--- src/sv/laplacian_stencil_row_gen_core_defines.svh ---
// Assertion macros used by the stencil row generator's row emitter.
`ifndef LAPLACIAN_STENCIL_ROW_GEN_CORE_DEFINES_SVH
`define LAPLACIAN_STENCIL_ROW_GEN_CORE_DEFINES_SVH

`ifndef ASSERT_OFF

// Checked only out of reset.
`define LSRG_ASSERT(lbl, prop, msg) \
    lbl: assert property (@(posedge clk) disable iff (!rst_n) (prop)) else $error(msg);

// Checked at every edge, reset included.
`define LSRG_ASSERT_ALWAYS(lbl, prop, msg) \
    lbl: assert property (@(posedge clk) (prop)) else $error(msg);

`else

`define LSRG_ASSERT(lbl, prop, msg)
`define LSRG_ASSERT_ALWAYS(lbl, prop, msg)

`endif

`endif

--- src/sv/lsrg_pkg.sv ---
`timescale 1ns / 1ps
`default_nettype none

package lsrg_pkg;

    localparam int MAX_EXTENT_DEF = 1024;

    localparam int EXT_W   = 11;
    localparam int POS_W   = 10;
    localparam int COEF_W  = 24;
    localparam int VAL_W   = 28;
    localparam int COL_W   = 30;
    localparam int DIR_W   = 3;
    localparam int IDX_W   = 3;
    localparam int NDIR    = 7;

    // Configuration register indexes
    localparam logic [IDX_W-1:0] REG_EXTENT_X = 3'd0;
    localparam logic [IDX_W-1:0] REG_EXTENT_Y = 3'd1;
    localparam logic [IDX_W-1:0] REG_EXTENT_Z = 3'd2;
    localparam logic [IDX_W-1:0] REG_COEF_X   = 3'd3;
    localparam logic [IDX_W-1:0] REG_COEF_Y   = 3'd4;
    localparam logic [IDX_W-1:0] REG_COEF_Z   = 3'd5;

    localparam logic [EXT_W-1:0]  EXTENT_RST = 11'd32;
    localparam logic [COEF_W-1:0] COEF_RST   = 24'd65536;

    typedef enum logic [DIR_W-1:0] {
        DIR_CENTER = 3'd0,
        DIR_WEST   = 3'd1,
        DIR_EAST   = 3'd2,
        DIR_SOUTH  = 3'd3,
        DIR_NORTH  = 3'd4,
        DIR_FRONT  = 3'd5,
        DIR_BACK   = 3'd6
    } lsrg_dir_t;

    typedef struct packed {
        logic [POS_W-1:0] pos_x;
        logic [POS_W-1:0] pos_y;
        logic [POS_W-1:0] pos_z;
    } lsrg_point_t;

    typedef struct packed {
        logic signed [VAL_W-1:0] coefficient;
        logic [COL_W-1:0]        column_index;
        logic [DIR_W-1:0]        direction;
        logic                    bad_coord;
        logic                    last_entry;
    } lsrg_entry_t;

    // Effective (saturated) grid setup
    typedef struct packed {
        logic [EXT_W-1:0]  nx;
        logic [EXT_W-1:0]  ny;
        logic [EXT_W-1:0]  nz;
        logic [COEF_W-1:0] cx;
        logic [COEF_W-1:0] cy;
        logic [COEF_W-1:0] cz;
    } lsrg_cfg_t;

    // One finished row, handed from the index pipe to the emitter
    typedef struct packed {
        logic [COL_W-1:0] col;
        logic [EXT_W-1:0] nx;
        logic [COL_W-1:0] plane;
        logic [VAL_W-1:0] center;
        logic [NDIR-1:0]  pend;
        logic             bad;
    } lsrg_row_t;

endpackage

`default_nettype wire

--- src/sv/laplacian_stencil_row_gen_core.sv ---
`timescale 1ns / 1ps
`default_nettype none

// Seven-point Laplacian row generator. A grid point is taken on start while busy is low;
// its row leaves as one word per cycle on strobe/entry, in the order center, west, east,
// south, north, front, back, with neighbors outside the box left out, and last_entry on the
// final word. A point outside the configured extents gives one word with bad_coord set. The
// first word of a row leaves the output register after its point has passed the capture
// register, both product stages, the row register and the emitter's active register, and its
// words follow back to back. A row has 7 words inside the box, fewer on its boundary (down to
// 1 where every extent is 1), 1 when flagged; the single output word port paces the points, and
// the index pipe behind it holds up to four more points. The receiver cannot stall: every strobe
// carries a word that must be taken. Write the configuration only while nothing is in flight.

module laplacian_stencil_row_gen_core #(
    parameter int MAX_EXTENT = lsrg_pkg::MAX_EXTENT_DEF
) (
    input  wire logic                          clk,
    input  wire logic                          rst_n,
    input  wire logic                          start,
    output logic                               busy,
    input  lsrg_pkg::lsrg_point_t              point,
    input  wire logic                          cfg_we,
    input  wire logic [lsrg_pkg::IDX_W-1:0]    cfg_index,
    input  wire logic [lsrg_pkg::COEF_W-1:0]   cfg_data,
    output logic                               strobe,
    output lsrg_pkg::lsrg_entry_t              entry
);

    lsrg_pkg::lsrg_cfg_t cfg;
    lsrg_pkg::lsrg_row_t row;
    logic                row_valid;
    logic                row_ready;

    lsrg_cfg_regs #(
        .MAX_EXTENT (MAX_EXTENT)
    ) u_cfg (
        .clk       (clk),
        .rst_n     (rst_n),
        .cfg_we    (cfg_we),
        .cfg_index (cfg_index),
        .cfg_data  (cfg_data),
        .cfg       (cfg)
    );

    lsrg_index_pipe u_pipe (
        .clk       (clk),
        .rst_n     (rst_n),
        .start     (start),
        .busy      (busy),
        .point     (point),
        .cfg       (cfg),
        .row_valid (row_valid),
        .row_ready (row_ready),
        .row       (row)
    );

    lsrg_row_emit u_emit (
        .clk       (clk),
        .rst_n     (rst_n),
        .row_valid (row_valid),
        .row_ready (row_ready),
        .row       (row),
        .cfg       (cfg),
        .strobe    (strobe),
        .entry     (entry)
    );

endmodule

`default_nettype wire

--- src/sv/lsrg_cfg_regs.sv ---
`timescale 1ns / 1ps
`default_nettype none

module lsrg_cfg_regs #(
    parameter int MAX_EXTENT = lsrg_pkg::MAX_EXTENT_DEF
) (
    input  wire logic                          clk,
    input  wire logic                          rst_n,
    input  wire logic                          cfg_we,
    input  wire logic [lsrg_pkg::IDX_W-1:0]    cfg_index,
    input  wire logic [lsrg_pkg::COEF_W-1:0]   cfg_data,
    output lsrg_pkg::lsrg_cfg_t                cfg
);

    logic [lsrg_pkg::EXT_W-1:0]  ext_x_reg, ext_y_reg, ext_z_reg;
    logic [lsrg_pkg::COEF_W-1:0] coef_x_reg, coef_y_reg, coef_z_reg;

    always_ff @(posedge clk or negedge rst_n)
    begin
        if (!rst_n)
        begin
            ext_x_reg  <= lsrg_pkg::EXTENT_RST;
            ext_y_reg  <= lsrg_pkg::EXTENT_RST;
            ext_z_reg  <= lsrg_pkg::EXTENT_RST;
            coef_x_reg <= lsrg_pkg::COEF_RST;
            coef_y_reg <= lsrg_pkg::COEF_RST;
            coef_z_reg <= lsrg_pkg::COEF_RST;
        end
        else if (cfg_we)
        begin
            case (cfg_index)
                lsrg_pkg::REG_EXTENT_X: ext_x_reg  <= cfg_data[lsrg_pkg::EXT_W-1:0];
                lsrg_pkg::REG_EXTENT_Y: ext_y_reg  <= cfg_data[lsrg_pkg::EXT_W-1:0];
                lsrg_pkg::REG_EXTENT_Z: ext_z_reg  <= cfg_data[lsrg_pkg::EXT_W-1:0];
                lsrg_pkg::REG_COEF_X:   coef_x_reg <= cfg_data;
                lsrg_pkg::REG_COEF_Y:   coef_y_reg <= cfg_data;
                lsrg_pkg::REG_COEF_Z:   coef_z_reg <= cfg_data;
                default: ;
            endcase
        end
    end

    function automatic logic [lsrg_pkg::EXT_W-1:0] sat_ext(
        input logic [lsrg_pkg::EXT_W-1:0] e
    );
        // clamp to the largest supported extent
        if (32'(e) > 32'(MAX_EXTENT))
            return lsrg_pkg::EXT_W'(MAX_EXTENT);
        return e;
    endfunction

    always_comb
    begin
        cfg.nx = sat_ext(ext_x_reg);
        cfg.ny = sat_ext(ext_y_reg);
        cfg.nz = sat_ext(ext_z_reg);
        cfg.cx = coef_x_reg;
        cfg.cy = coef_y_reg;
        cfg.cz = coef_z_reg;
    end

endmodule

`default_nettype wire

--- src/sv/lsrg_index_pipe.sv ---
`timescale 1ns / 1ps
`default_nettype none

module lsrg_index_pipe (
    input  wire logic                  clk,
    input  wire logic                  rst_n,
    input  wire logic                  start,
    output logic                       busy,
    input  lsrg_pkg::lsrg_point_t      point,
    input  lsrg_pkg::lsrg_cfg_t        cfg,
    output logic                       row_valid,
    input  wire logic                  row_ready,
    output lsrg_pkg::lsrg_row_t        row
);

    localparam int PA_W = lsrg_pkg::EXT_W + lsrg_pkg::POS_W;    // nx*y
    localparam int PL_W = 2 * lsrg_pkg::EXT_W;                  // nx*ny
    localparam int PZ_W = PL_W + lsrg_pkg::POS_W;               // plane*z
    localparam int BS_W = PA_W + 1;                             // x + nx*y
    localparam int CS_W = lsrg_pkg::COEF_W + 2;                 // cx+cy+cz

    logic s1_valid_reg, s2_valid_reg, s3_valid_reg;
    logic adv1, adv2, adv3;

    // stage 1: captured point
    lsrg_pkg::lsrg_point_t s1_pt_reg;

    // stage 2: first products and range check
    lsrg_pkg::lsrg_point_t s2_pt_reg;
    logic                  s2_bad_reg;
    logic [PA_W-1:0]       s2_prod_reg;
    logic [PL_W-1:0]       s2_plane_reg;

    // stage 3: plane product and partial index
    lsrg_pkg::lsrg_point_t s3_pt_reg;
    logic                  s3_bad_reg;
    logic [BS_W-1:0]       s3_base_reg;
    logic [PZ_W-1:0]       s3_pz_reg;
    logic [PL_W-1:0]       s3_plane_reg;

    lsrg_pkg::lsrg_row_t   row_reg;
    logic                  row_valid_reg;

    logic                  bad_a;
    logic [PA_W-1:0]       prod_a;
    logic [PL_W-1:0]       plane_a;
    lsrg_pkg::lsrg_row_t   row_next;
    logic [CS_W-1:0]       csum;

    assign adv3 = !row_valid_reg || row_ready;
    assign adv2 = !s3_valid_reg || adv3;
    assign adv1 = !s2_valid_reg || adv2;
    assign busy = s1_valid_reg && !adv1;

    // stage A logic
    always_comb
    begin
        bad_a = ({1'b0, s1_pt_reg.pos_x} >= cfg.nx) ||
                ({1'b0, s1_pt_reg.pos_y} >= cfg.ny) ||
                ({1'b0, s1_pt_reg.pos_z} >= cfg.nz);
        prod_a  = cfg.nx * s1_pt_reg.pos_y;
        plane_a = cfg.nx * cfg.ny;
    end

    // stage C logic: final index, neighbor set, center value
    always_comb
    begin
        csum = CS_W'(cfg.cx) + CS_W'(cfg.cy) + CS_W'(cfg.cz);
        row_next.col    = s3_pz_reg[lsrg_pkg::COL_W-1:0]
                        + lsrg_pkg::COL_W'(s3_base_reg);
        row_next.nx     = cfg.nx;
        row_next.plane  = lsrg_pkg::COL_W'(s3_plane_reg);
        row_next.center = lsrg_pkg::VAL_W'(0) - lsrg_pkg::VAL_W'({csum, 1'b0});
        row_next.bad    = s3_bad_reg;
        if (s3_bad_reg)
        begin
            row_next.pend = lsrg_pkg::NDIR'(1);
        end
        else
        begin
            row_next.pend[lsrg_pkg::DIR_CENTER] = 1'b1;
            row_next.pend[lsrg_pkg::DIR_WEST]   = s3_pt_reg.pos_x != '0;
            row_next.pend[lsrg_pkg::DIR_EAST]   = ({1'b0, s3_pt_reg.pos_x} + 1'b1) < cfg.nx;
            row_next.pend[lsrg_pkg::DIR_SOUTH]  = s3_pt_reg.pos_y != '0;
            row_next.pend[lsrg_pkg::DIR_NORTH]  = ({1'b0, s3_pt_reg.pos_y} + 1'b1) < cfg.ny;
            row_next.pend[lsrg_pkg::DIR_FRONT]  = s3_pt_reg.pos_z != '0;
            row_next.pend[lsrg_pkg::DIR_BACK]   = ({1'b0, s3_pt_reg.pos_z} + 1'b1) < cfg.nz;
        end
    end

    always_ff @(posedge clk or negedge rst_n)
    begin
        if (!rst_n)
        begin
            s1_valid_reg  <= 1'b0;
            s2_valid_reg  <= 1'b0;
            s3_valid_reg  <= 1'b0;
            row_valid_reg <= 1'b0;
        end
        else
        begin
            if (!busy)
                s1_valid_reg <= start;
            if (adv1)
                s2_valid_reg <= s1_valid_reg;
            if (adv2)
                s3_valid_reg <= s2_valid_reg;
            if (adv3)
                row_valid_reg <= s3_valid_reg;
        end
    end

    always_ff @(posedge clk)
    begin
        if (!busy && start)
            s1_pt_reg <= point;
        if (adv1)
        begin
            s2_pt_reg    <= s1_pt_reg;
            s2_bad_reg   <= bad_a;
            s2_prod_reg  <= prod_a;
            s2_plane_reg <= plane_a;
        end
        if (adv2)
        begin
            s3_pt_reg    <= s2_pt_reg;
            s3_bad_reg   <= s2_bad_reg;
            s3_base_reg  <= BS_W'(s2_pt_reg.pos_x) + BS_W'(s2_prod_reg);
            s3_pz_reg    <= s2_plane_reg * s2_pt_reg.pos_z;
            s3_plane_reg <= s2_plane_reg;
        end
        if (adv3)
            row_reg <= row_next;
    end

    assign row_valid = row_valid_reg;
    assign row       = row_reg;

endmodule

`default_nettype wire

--- src/sv/lsrg_row_emit.sv ---
`timescale 1ns / 1ps
`default_nettype none

`include "laplacian_stencil_row_gen_core_defines.svh"

module lsrg_row_emit (
    input  wire logic                  clk,
    input  wire logic                  rst_n,
    input  wire logic                  row_valid,
    output logic                       row_ready,
    input  lsrg_pkg::lsrg_row_t        row,
    input  lsrg_pkg::lsrg_cfg_t        cfg,
    output logic                       strobe,
    output lsrg_pkg::lsrg_entry_t      entry
);

    logic                          act_valid_reg;
    lsrg_pkg::lsrg_row_t           act_reg;
    logic                          strobe_reg;
    lsrg_pkg::lsrg_entry_t         entry_reg;

    logic [lsrg_pkg::NDIR-1:0]     pick;
    logic [lsrg_pkg::NDIR-1:0]     rest;
    logic                          last;
    lsrg_pkg::lsrg_dir_t           dir;
    lsrg_pkg::lsrg_entry_t         entry_next;

    function automatic lsrg_pkg::lsrg_dir_t first_dir(
        input logic [lsrg_pkg::NDIR-1:0] p
    );
        lsrg_pkg::lsrg_dir_t d;
        d = lsrg_pkg::DIR_CENTER;
        for (int i = lsrg_pkg::NDIR - 1; i >= 0; i--)
        begin
            if (p[i])
                d = lsrg_pkg::lsrg_dir_t'(lsrg_pkg::DIR_W'(i));
        end
        return d;
    endfunction

    always_comb
    begin
        pick = act_reg.pend & (~act_reg.pend + 1'b1);
        rest = act_reg.pend & ~pick;
        last = (rest == '0);
        dir  = first_dir(act_reg.pend);
    end

    assign row_ready = !act_valid_reg || last;

    always_comb
    begin
        entry_next.direction  = dir;
        entry_next.bad_coord  = act_reg.bad;
        entry_next.last_entry = last;
        case (dir)
            lsrg_pkg::DIR_CENTER:
            begin
                entry_next.coefficient  = act_reg.center;
                entry_next.column_index = act_reg.col;
            end
            lsrg_pkg::DIR_WEST:
            begin
                entry_next.coefficient  = lsrg_pkg::VAL_W'(cfg.cx);
                entry_next.column_index = act_reg.col - 1'b1;
            end
            lsrg_pkg::DIR_EAST:
            begin
                entry_next.coefficient  = lsrg_pkg::VAL_W'(cfg.cx);
                entry_next.column_index = act_reg.col + 1'b1;
            end
            lsrg_pkg::DIR_SOUTH:
            begin
                entry_next.coefficient  = lsrg_pkg::VAL_W'(cfg.cy);
                entry_next.column_index = act_reg.col - lsrg_pkg::COL_W'(act_reg.nx);
            end
            lsrg_pkg::DIR_NORTH:
            begin
                entry_next.coefficient  = lsrg_pkg::VAL_W'(cfg.cy);
                entry_next.column_index = act_reg.col + lsrg_pkg::COL_W'(act_reg.nx);
            end
            lsrg_pkg::DIR_FRONT:
            begin
                entry_next.coefficient  = lsrg_pkg::VAL_W'(cfg.cz);
                entry_next.column_index = act_reg.col - act_reg.plane;
            end
            lsrg_pkg::DIR_BACK:
            begin
                entry_next.coefficient  = lsrg_pkg::VAL_W'(cfg.cz);
                entry_next.column_index = act_reg.col + act_reg.plane;
            end
            default:
            begin
                entry_next.coefficient  = '0;
                entry_next.column_index = '0;
            end
        endcase
        // an out-of-range point yields a single flagged word with zero payload
        if (act_reg.bad)
        begin
            entry_next.coefficient  = '0;
            entry_next.column_index = '0;
        end
    end

    always_ff @(posedge clk or negedge rst_n)
    begin
        if (!rst_n)
        begin
            act_valid_reg <= 1'b0;
            strobe_reg    <= 1'b0;
        end
        else
        begin
            strobe_reg <= act_valid_reg;
            if (row_ready)
                act_valid_reg <= row_valid;
        end
    end

    always_ff @(posedge clk)
    begin
        if (act_valid_reg)
            entry_reg <= entry_next;
        // load the next row or drop the word just sent
        if (row_ready)
            act_reg <= row;
        else
            act_reg.pend <= rest;
    end

    assign strobe = strobe_reg;
    assign entry  = entry_reg;

    `LSRG_ASSERT(a_pend_nonempty, act_valid_reg |-> (act_reg.pend != '0), "active row has no word")
    `LSRG_ASSERT(a_bad_single, (strobe_reg && entry_reg.bad_coord) |-> entry_reg.last_entry, "flagged word is not last")
    `LSRG_ASSERT(a_row_contig, (strobe_reg && !entry_reg.last_entry) |=> strobe_reg, "row words not back to back")
    `LSRG_ASSERT(a_dir_order, (strobe_reg && !entry_reg.last_entry) |=> (entry_reg.direction > $past(entry_reg.direction)), "row words out of order")
    `LSRG_ASSERT_ALWAYS(a_no_strobe_rst, !rst_n |-> (strobe_reg !== 1'b1), "strobe during reset")

endmodule

`default_nettype wire

--- config.mk ---
export PLATFORM = sky130hd
export DESIGN_NAME = laplacian_stencil_row_gen_core
export DESIGN_NICKNAME = d
export VERILOG_FILES = /design/src/sv/lsrg_pkg.sv /design/src/sv/laplacian_stencil_row_gen_core.sv /design/src/sv/lsrg_cfg_regs.sv /design/src/sv/lsrg_index_pipe.sv /design/src/sv/lsrg_row_emit.sv
export VERILOG_INCLUDE_DIRS = /design/src /design/src/sv
export SDC_FILE = /design/constraint.sdc
export NUM_CORES = 2
export LEC_CHECK = 0
export ABC_AREA = 0
export BUFFER_PORTS_ARGS = -buffer_cell sky130_fd_sc_hd__buf_2
export CORE_ASPECT_RATIO = 0.5
export CORE_MARGIN = 2
export CORE_UTILIZATION = 59
export DETAILED_ROUTE_END_ITERATION = 8
export PLACE_DENSITY = 0.74
export REMOVE_ABC_BUFFERS = 1
export SETUP_SLACK_MARGIN = 0.15
export SLEW_MARGIN = 20
export SYNTH_ARGS = -nofsm -noshare
export SYNTH_HDL_FRONTEND = slang
export SYNTH_SLANG_ARGS = --single-unit
--- constraint.sdc ---
create_clock -name clk -period 7.1 [get_ports clk]
set_input_delay 1.065 -clock clk [delete_from_list [all_inputs] [get_ports clk]]
set_output_delay 1.065 -clock clk [all_outputs]
set_load 0.02 [all_outputs]
; ---- Yosys cells after proc, flatten, opt, wreduce, memory -nomap -nowiden
; Cells that the tools add are included.
[word_totals]
regBits = 581
latch_bits = 0
mem_bits_rw = 0
rom_bits = 0
input_bits = 61
out_inout_bits = 65
word_cells = 132
n_memories = 0
[op_classes]
n_addsub = 15
multipliers = 3
div = 0
n_lt_le_gt_ge = 9
n_eq_ne = 11
shift = 0
muxes = 18
bitwise = 4
reduce_logical = 26
[op_table]
columns = cell, n
row1 = case mux 58 bit (7 select lines), 1
row2 = 2-to-1 mux 11 bit, 6
row3 = adder 30 x 22 -> 30 bit, 2
row4 = adder 10 x 1 -> 11 bit (second input constant), 3
row5 = greater-or-equal comparator 10 x 11 -> 1 bit, 3
row6 = > comparator 11 bit (second input constant), 3
row7 = < comparator 11 bit, 3
row8 = adder 30 x 1 -> 30 bit (second input constant), 1
row9 = adder 30 x 11 -> 30 bit, 1
row10 = multiplier 22 x 10 -> 30 bit, 1
row11 = nonzero test 10 bit, 3
row12 = subtractor 30 x 1 -> 30 bit (second input constant), 1
row13 = subtractor 30 x 11 -> 30 bit, 1
row14 = subtractor 30 x 22 -> 30 bit, 1
row15 = subtractor 1 x 27 -> 28 bit (first input constant), 1
row16 = adder 26 x 24 -> 26 bit, 1
row17 = adder 24 x 24 -> 25 bit, 1
row18 = adder 10 x 21 -> 22 bit, 1
row19 = multiplier 11 x 11 -> 22 bit, 1
row20 = multiplier 11 x 10 -> 21 bit, 1
row21 = 2-to-1 mux 3 bit, 7
row22 = == test 3 bit (second input constant), 5
row23 = bitwise AND 7 bit, 2
row24 = NOT 7 bit, 2
row25 = other kinds (11), 34

; ---- Depth between registers and ports, before layout
[depth]
ltp_word = 14
depth_mapped = 26
mapped_depth_nobuf = 25

; ---- By module
; From an unflattened synthesis, not the netlist that was laid out.
[unflattened]
cells_unflattened = 3969
hier_area_um2 = 43467.9
[modules_own_cells]
columns = mod, n_inst, cells_per_inst, area_each_um2, seq_area_each_um2
row1 = lsrg_index_pipe, 1, 2875, 29892.4, 9288.9
row2 = lsrg_row_emit, 1, 832, 9301.4, 5084.9
row3 = lsrg_cfg_regs, 1, 262, 4274.1, 2635.0

; ---- Worst setup path after synthesis
; OpenSTA, ideal clock, no wires.
[synth_path]
kind = reg2reg
start = register u_cfg.ext_x_reg[10] (netlist bit)
end = register u_pipe.s2_plane_reg[21], data pin
arrival_time_ns = 5.742
slack_ns = 1.099
path_stages_with_launch = 21
cell_sequence = dfrtp_1 clkbuf_1 nor2b_1 clkbuf_1 nand2_1 fa_1 fa_1 inv_1 fa_1 fa_1 inv_1 fa_1 inv_1 ha_1 o41ai_1 o2111ai_1 a31o_2 a21o_1 a21oi_1 a21oi_1 xnor2_1
[synth_lines]
columns = element, line_no
row1 = start: declaration, lsrg_cfg_regs.sv:15  ; logic [lsrg_pkg::EXT_W-1:0] ext_x_reg, ext_y_reg, ext_z_reg;
row2 = start signal: assignment, lsrg_cfg_regs.sv:22  ; ext_x_reg <= lsrg_pkg::EXTENT_RST;
row3 = start signal: assignment, lsrg_cfg_regs.sv:32  ; lsrg_pkg::REG_EXTENT_X: ext_x_reg <= cfg_data[lsrg_pkg::EXT_W-1:0];
row4 = end signal: assignment, lsrg_index_pipe.sv:122  ; s2_plane_reg <= plane_a;
row5 = end: declaration, lsrg_index_pipe.sv:32  ; logic [PL_W-1:0] s2_plane_reg;

; ---- Final worst setup path
[layout_path]
start = register u_cfg.ext_x_reg[10] (netlist bit)
end = register u_pipe.s2_plane_reg[21], data pin
[layout_between]
elab_chain_len = 4
[layout_rtl]
columns = element, line_no
row1 = > comparator 11 bit, lsrg_cfg_regs.sv:47  ; if (32'(e) > 32'(MAX_EXTENT))
row2 = 2-to-1 mux 1 bit, lsrg_cfg_regs.sv:47
row3 = 2-to-1 mux 11 bit (*), lsrg_cfg_regs.sv:49  ; return e;
row4 = multiplier 11 x 11 -> 22 bit (*), lsrg_index_pipe.sv:62  ; plane_a = cfg.nx * cfg.ny;
row5 = named net u_pipe.plane_a[21], lsrg_index_pipe.sv:46  ; logic [PL_W-1:0] plane_a;
; Mark *: on every way through the listed nets, which the timed path passes. The rest lies on a longest branch.
; A chain may end at the register's enable or synchronous reset.

==> metrics.md <==
| Metric | Value |
|---|---|
| Status | finished clean |
| Most used cell along the critical path | sky130_fd_sc_hd__fa_1 |
| Post-DP HPWL | 75.9 mm |
| Instance area after placement | 0.0438 sq mm |
| Final setup violating endpoints | 0 |
| Maximum number of pins on one net before global-route repair | 78 |
| Sink Count | 578 |
| Clock tree buffer depth | 3 |
| Wire length of the first global-routing pass | 157 mm |
| Layout overhead on the synthesized area | 8.54% |
| Library cell used as clock root buffer | sky130_fd_sc_hd__clkbuf_16 |
| Average via count per standard cell | 5.87 |
| Vias post-DR | 29200 |
| Number of flops mapped to enable cells by yosys | 460 |
| Via count of the first global-routing pass | 29500 |
| Setup TNS | 0 ns |
| DRC violation count after routing | 0 |
| Max_cap viols | 0 |
| Crit path capture type | register |
| Detailed-route wire length | 100 mm |
| Post-route clock period utilization | 92.3% |
| Worst-path clk slew | 0.07 ns |
| Slew headroom | 17.7% |
| Fraction of layout cells with a size suffix above 1 | 9.97% |
| Distinct cell type count after synthesis | 81 |
| Critical Path Source Type | register |
| Core Box Area | 0.0707 sq mm |
| Quantity of I/O buffers inserted on ports | 125 |
| Instance count of the mapped netlist | 3853 |
| Required time of the worst setup path | 7.47 ns |
| Number of synthesized register bits | 578 |
| Count of pins over their slew limit | 0 |
| Leading cell type in the layout, fill and taps excluded | sky130_fd_sc_hd__edfxtp_1 |
| I/O pin total | 126 |
| Final Hold Violating Endpoints | 0 |
| Effective utilization at floorplan | 59.4% |
| Height of the die | 193 um |
| Actual transition at the worst max-transition pin | 1.21 ns |
| Die area | 0.0735 sq mm |
| Cell area after layout | 0.0456 sq mm |
| Average wire per standard cell | 20.2 um |
| Clock latency of the later-clocked register in the worst-skew pair | 0.66 ns |
| Area taken by flip-flops and latches | 0.0167 sq mm |
| Post-CTS setup buffer count | 0 |
| Gr usage total | 27.4% |
| Average cell area after synthesis | 10.9 sq um |
| Yosys synthesis warning count | 0 |
| Count of routing violations after the opening detailed-route iteration | 2387 |
| Max reg flops | 98 |
| Prevailing post-synth register cell | sky130_fd_sc_hd__edfxtp_1 |
| TritonCTS clock tree | done |
| Arrival time of the worst setup path | 6.92 ns |
| Setup repair after global routing missed its margin | false |
| Slowest-stage cell, CP | sky130_fd_sc_hd__nor2b_1 |
| Fillers | 5366 |
| Async S/R FF share, synth | 19.2% |
| Final setup skew | 0.0488 ns |
| CP cell instances | nor2b_1 -> inv_1 -> nor2_1 -> fa_1 -> ha_1 -> fa_1 -> inv_1 -> fa_1 -> fa_1 -> inv_1 -> ha_1 -> o21ai_0 -> a21oi_1 -> o41ai_1 -> buf_4 -> o2111ai_1 -> a31o_2 -> a21o_1 -> a21oi_1 -> a21oi_1 -> xnor2_1 |
| Most frequent cells in the layout | sky130_fd_sc_hd__edfxtp_1, sky130_fd_sc_hd__nand2_1, sky130_fd_sc_hd__inv_1, sky130_fd_sc_hd__ha_1, sky130_fd_sc_hd__fa_1 |
| Std cell rows | 69 |
| RD Place Congestion | 0.928 |
| Number of antenna violations at the first check in global routing | 5 |
| Class of the most critical setup path | register to register |
| Worst hold margin | 0.414 ns |
| Final-stage net count | 4684 |
| CTS Buf Count | 52 |
| Die X-Extent | 381 um |
| Minimum period implied by the final worst setup slack | 6.55 ns |
| GRT overflow | 0 |
| Antenna Nets Post-Route | 0 |
| Sequential area share after synthesis | 39.9% |
| Worst hold path type | register to register |
| Maximum operating frequency | 0.153 GHz |
| H-tree depth | 2 |
| First-pass iteration count of the detailed router | 7 |
| Post-Syn Area | 0.0420 sq mm |
| Slowest cell delay on critical path | 0.81 ns |
| Area taken by multi-input logic gates | 0.0233 sq mm |
| Critical path peak fanout | 11 |
through the flow:
stage          util (%)  worst slack [ns]  instances
2_1_floorplan         -             0.114       3728
3_3_place_gp       61.9             0.640       4862
3_5_place_dp       61.9             0.528       4862
4_1_cts            64.4             0.563       4960
5_1_grt            64.5             0.258       4960
6_report           64.5             0.547       4966
cell families after synthesis:
| family | Yosys count | share of synthesized area [%] |
|---|---|---|
| and+or+nand+nor | 1136 | 13.0 |
| buffers and inverters | 529 | 4.73 |
| adders and majority gates | 667 | 25.4 |
| DFF | 578 | 39.9 |
| AOI/OAI and AO/OA | 630 | 9.82 |
| xor gates and xnor gates | 208 | 4.34 |
| muxes | 105 | 2.81 |
critical path: cells and delay by family (launching register included):
kind,cells,cell delay (ns)
fa+ha+maj,6,2.60
simple gates,2,1.02
flops,1,0.54
xor+xnor,1,0.13
compound gates,8,1.48
buf+inv,4,0.53
area by class of cell:
class / instances / share of cell area (%)
clock buffers: 70 / 3.16
well taps: 958 / 2.63
clock inverters: 28 / 0.777
repair buffers: 176 / 2.22
flip-flops and latches: 578 / 36.7
diodes: 6 / 0.0329
multi-input cells: 2746 / 51.1
inverters: 404 / 3.34
synth_stat cells, types with 105 or more instances:
cell type,instances,area [sq um]
sky130_fd_sc_hd__a21oi_1,193,966
sky130_fd_sc_hd__and2_1,171,1070
sky130_fd_sc_hd__clkbuf_1,122,458
sky130_fd_sc_hd__dfrtp_1,105,2630
sky130_fd_sc_hd__edfxtp_1,460,13800
sky130_fd_sc_hd__fa_1,312,6250
sky130_fd_sc_hd__ha_1,353,4420
sky130_fd_sc_hd__inv_1,397,1490
sky130_fd_sc_hd__nand2_1,423,1590
sky130_fd_sc_hd__nor2_1,226,848
sky130_fd_sc_hd__o21ai_0,126,631
sky130_fd_sc_hd__xnor2_1,142,1240
repair_timing:
| action | CTS | global route |
|---|---|---|
| hold buffers | 0 | 0 |
| gates resized for setup | 0 | 1 |
| endpoints found under the hold margin | 0 | 0 |
| endpoints found under the setup margin | 0 | 2 |
path summary, 6_finish.rpt:
path                       cells past startpoint  slack, ns                             from                                end
setup / recovery                              21       0.55  u_cfg.ext_x_reg[10]$_DFFE_PN0P_  u_pipe.s2_plane_reg[21]$_DFFE_PP_
hold / removal                                 0       0.41   u_pipe.s2_pt_reg[12]$_DFFE_PP_     u_pipe.s3_pt_reg[12]$_DFFE_PP_
setup reg to reg                              21       0.55  u_cfg.ext_x_reg[10]$_DFFE_PN0P_  u_pipe.s2_plane_reg[21]$_DFFE_PP_
hold reg to reg                                0       0.41   u_pipe.s2_pt_reg[12]$_DFFE_PP_     u_pipe.s3_pt_reg[12]$_DFFE_PP_
max in group asynchronous                      2       5.20                            rst_n   u_emit.act_valid_reg$_DFFE_PN0P_
min in group asynchronous                      1       0.49                            rst_n   u_cfg.coef_x_reg[22]$_DFFE_PN0P_
routing by layer:
layer  part of all wire, %  GRT usage [%]
met5                     0              0
met4                   2.9           8.83
met3                   8.0           4.86
met2                    46           44.4
met1                    43           37.9
Power is left out: the tool's default activity adds up to more than one toggle a clock period on the data nets, which glitch-free logic cannot reach.
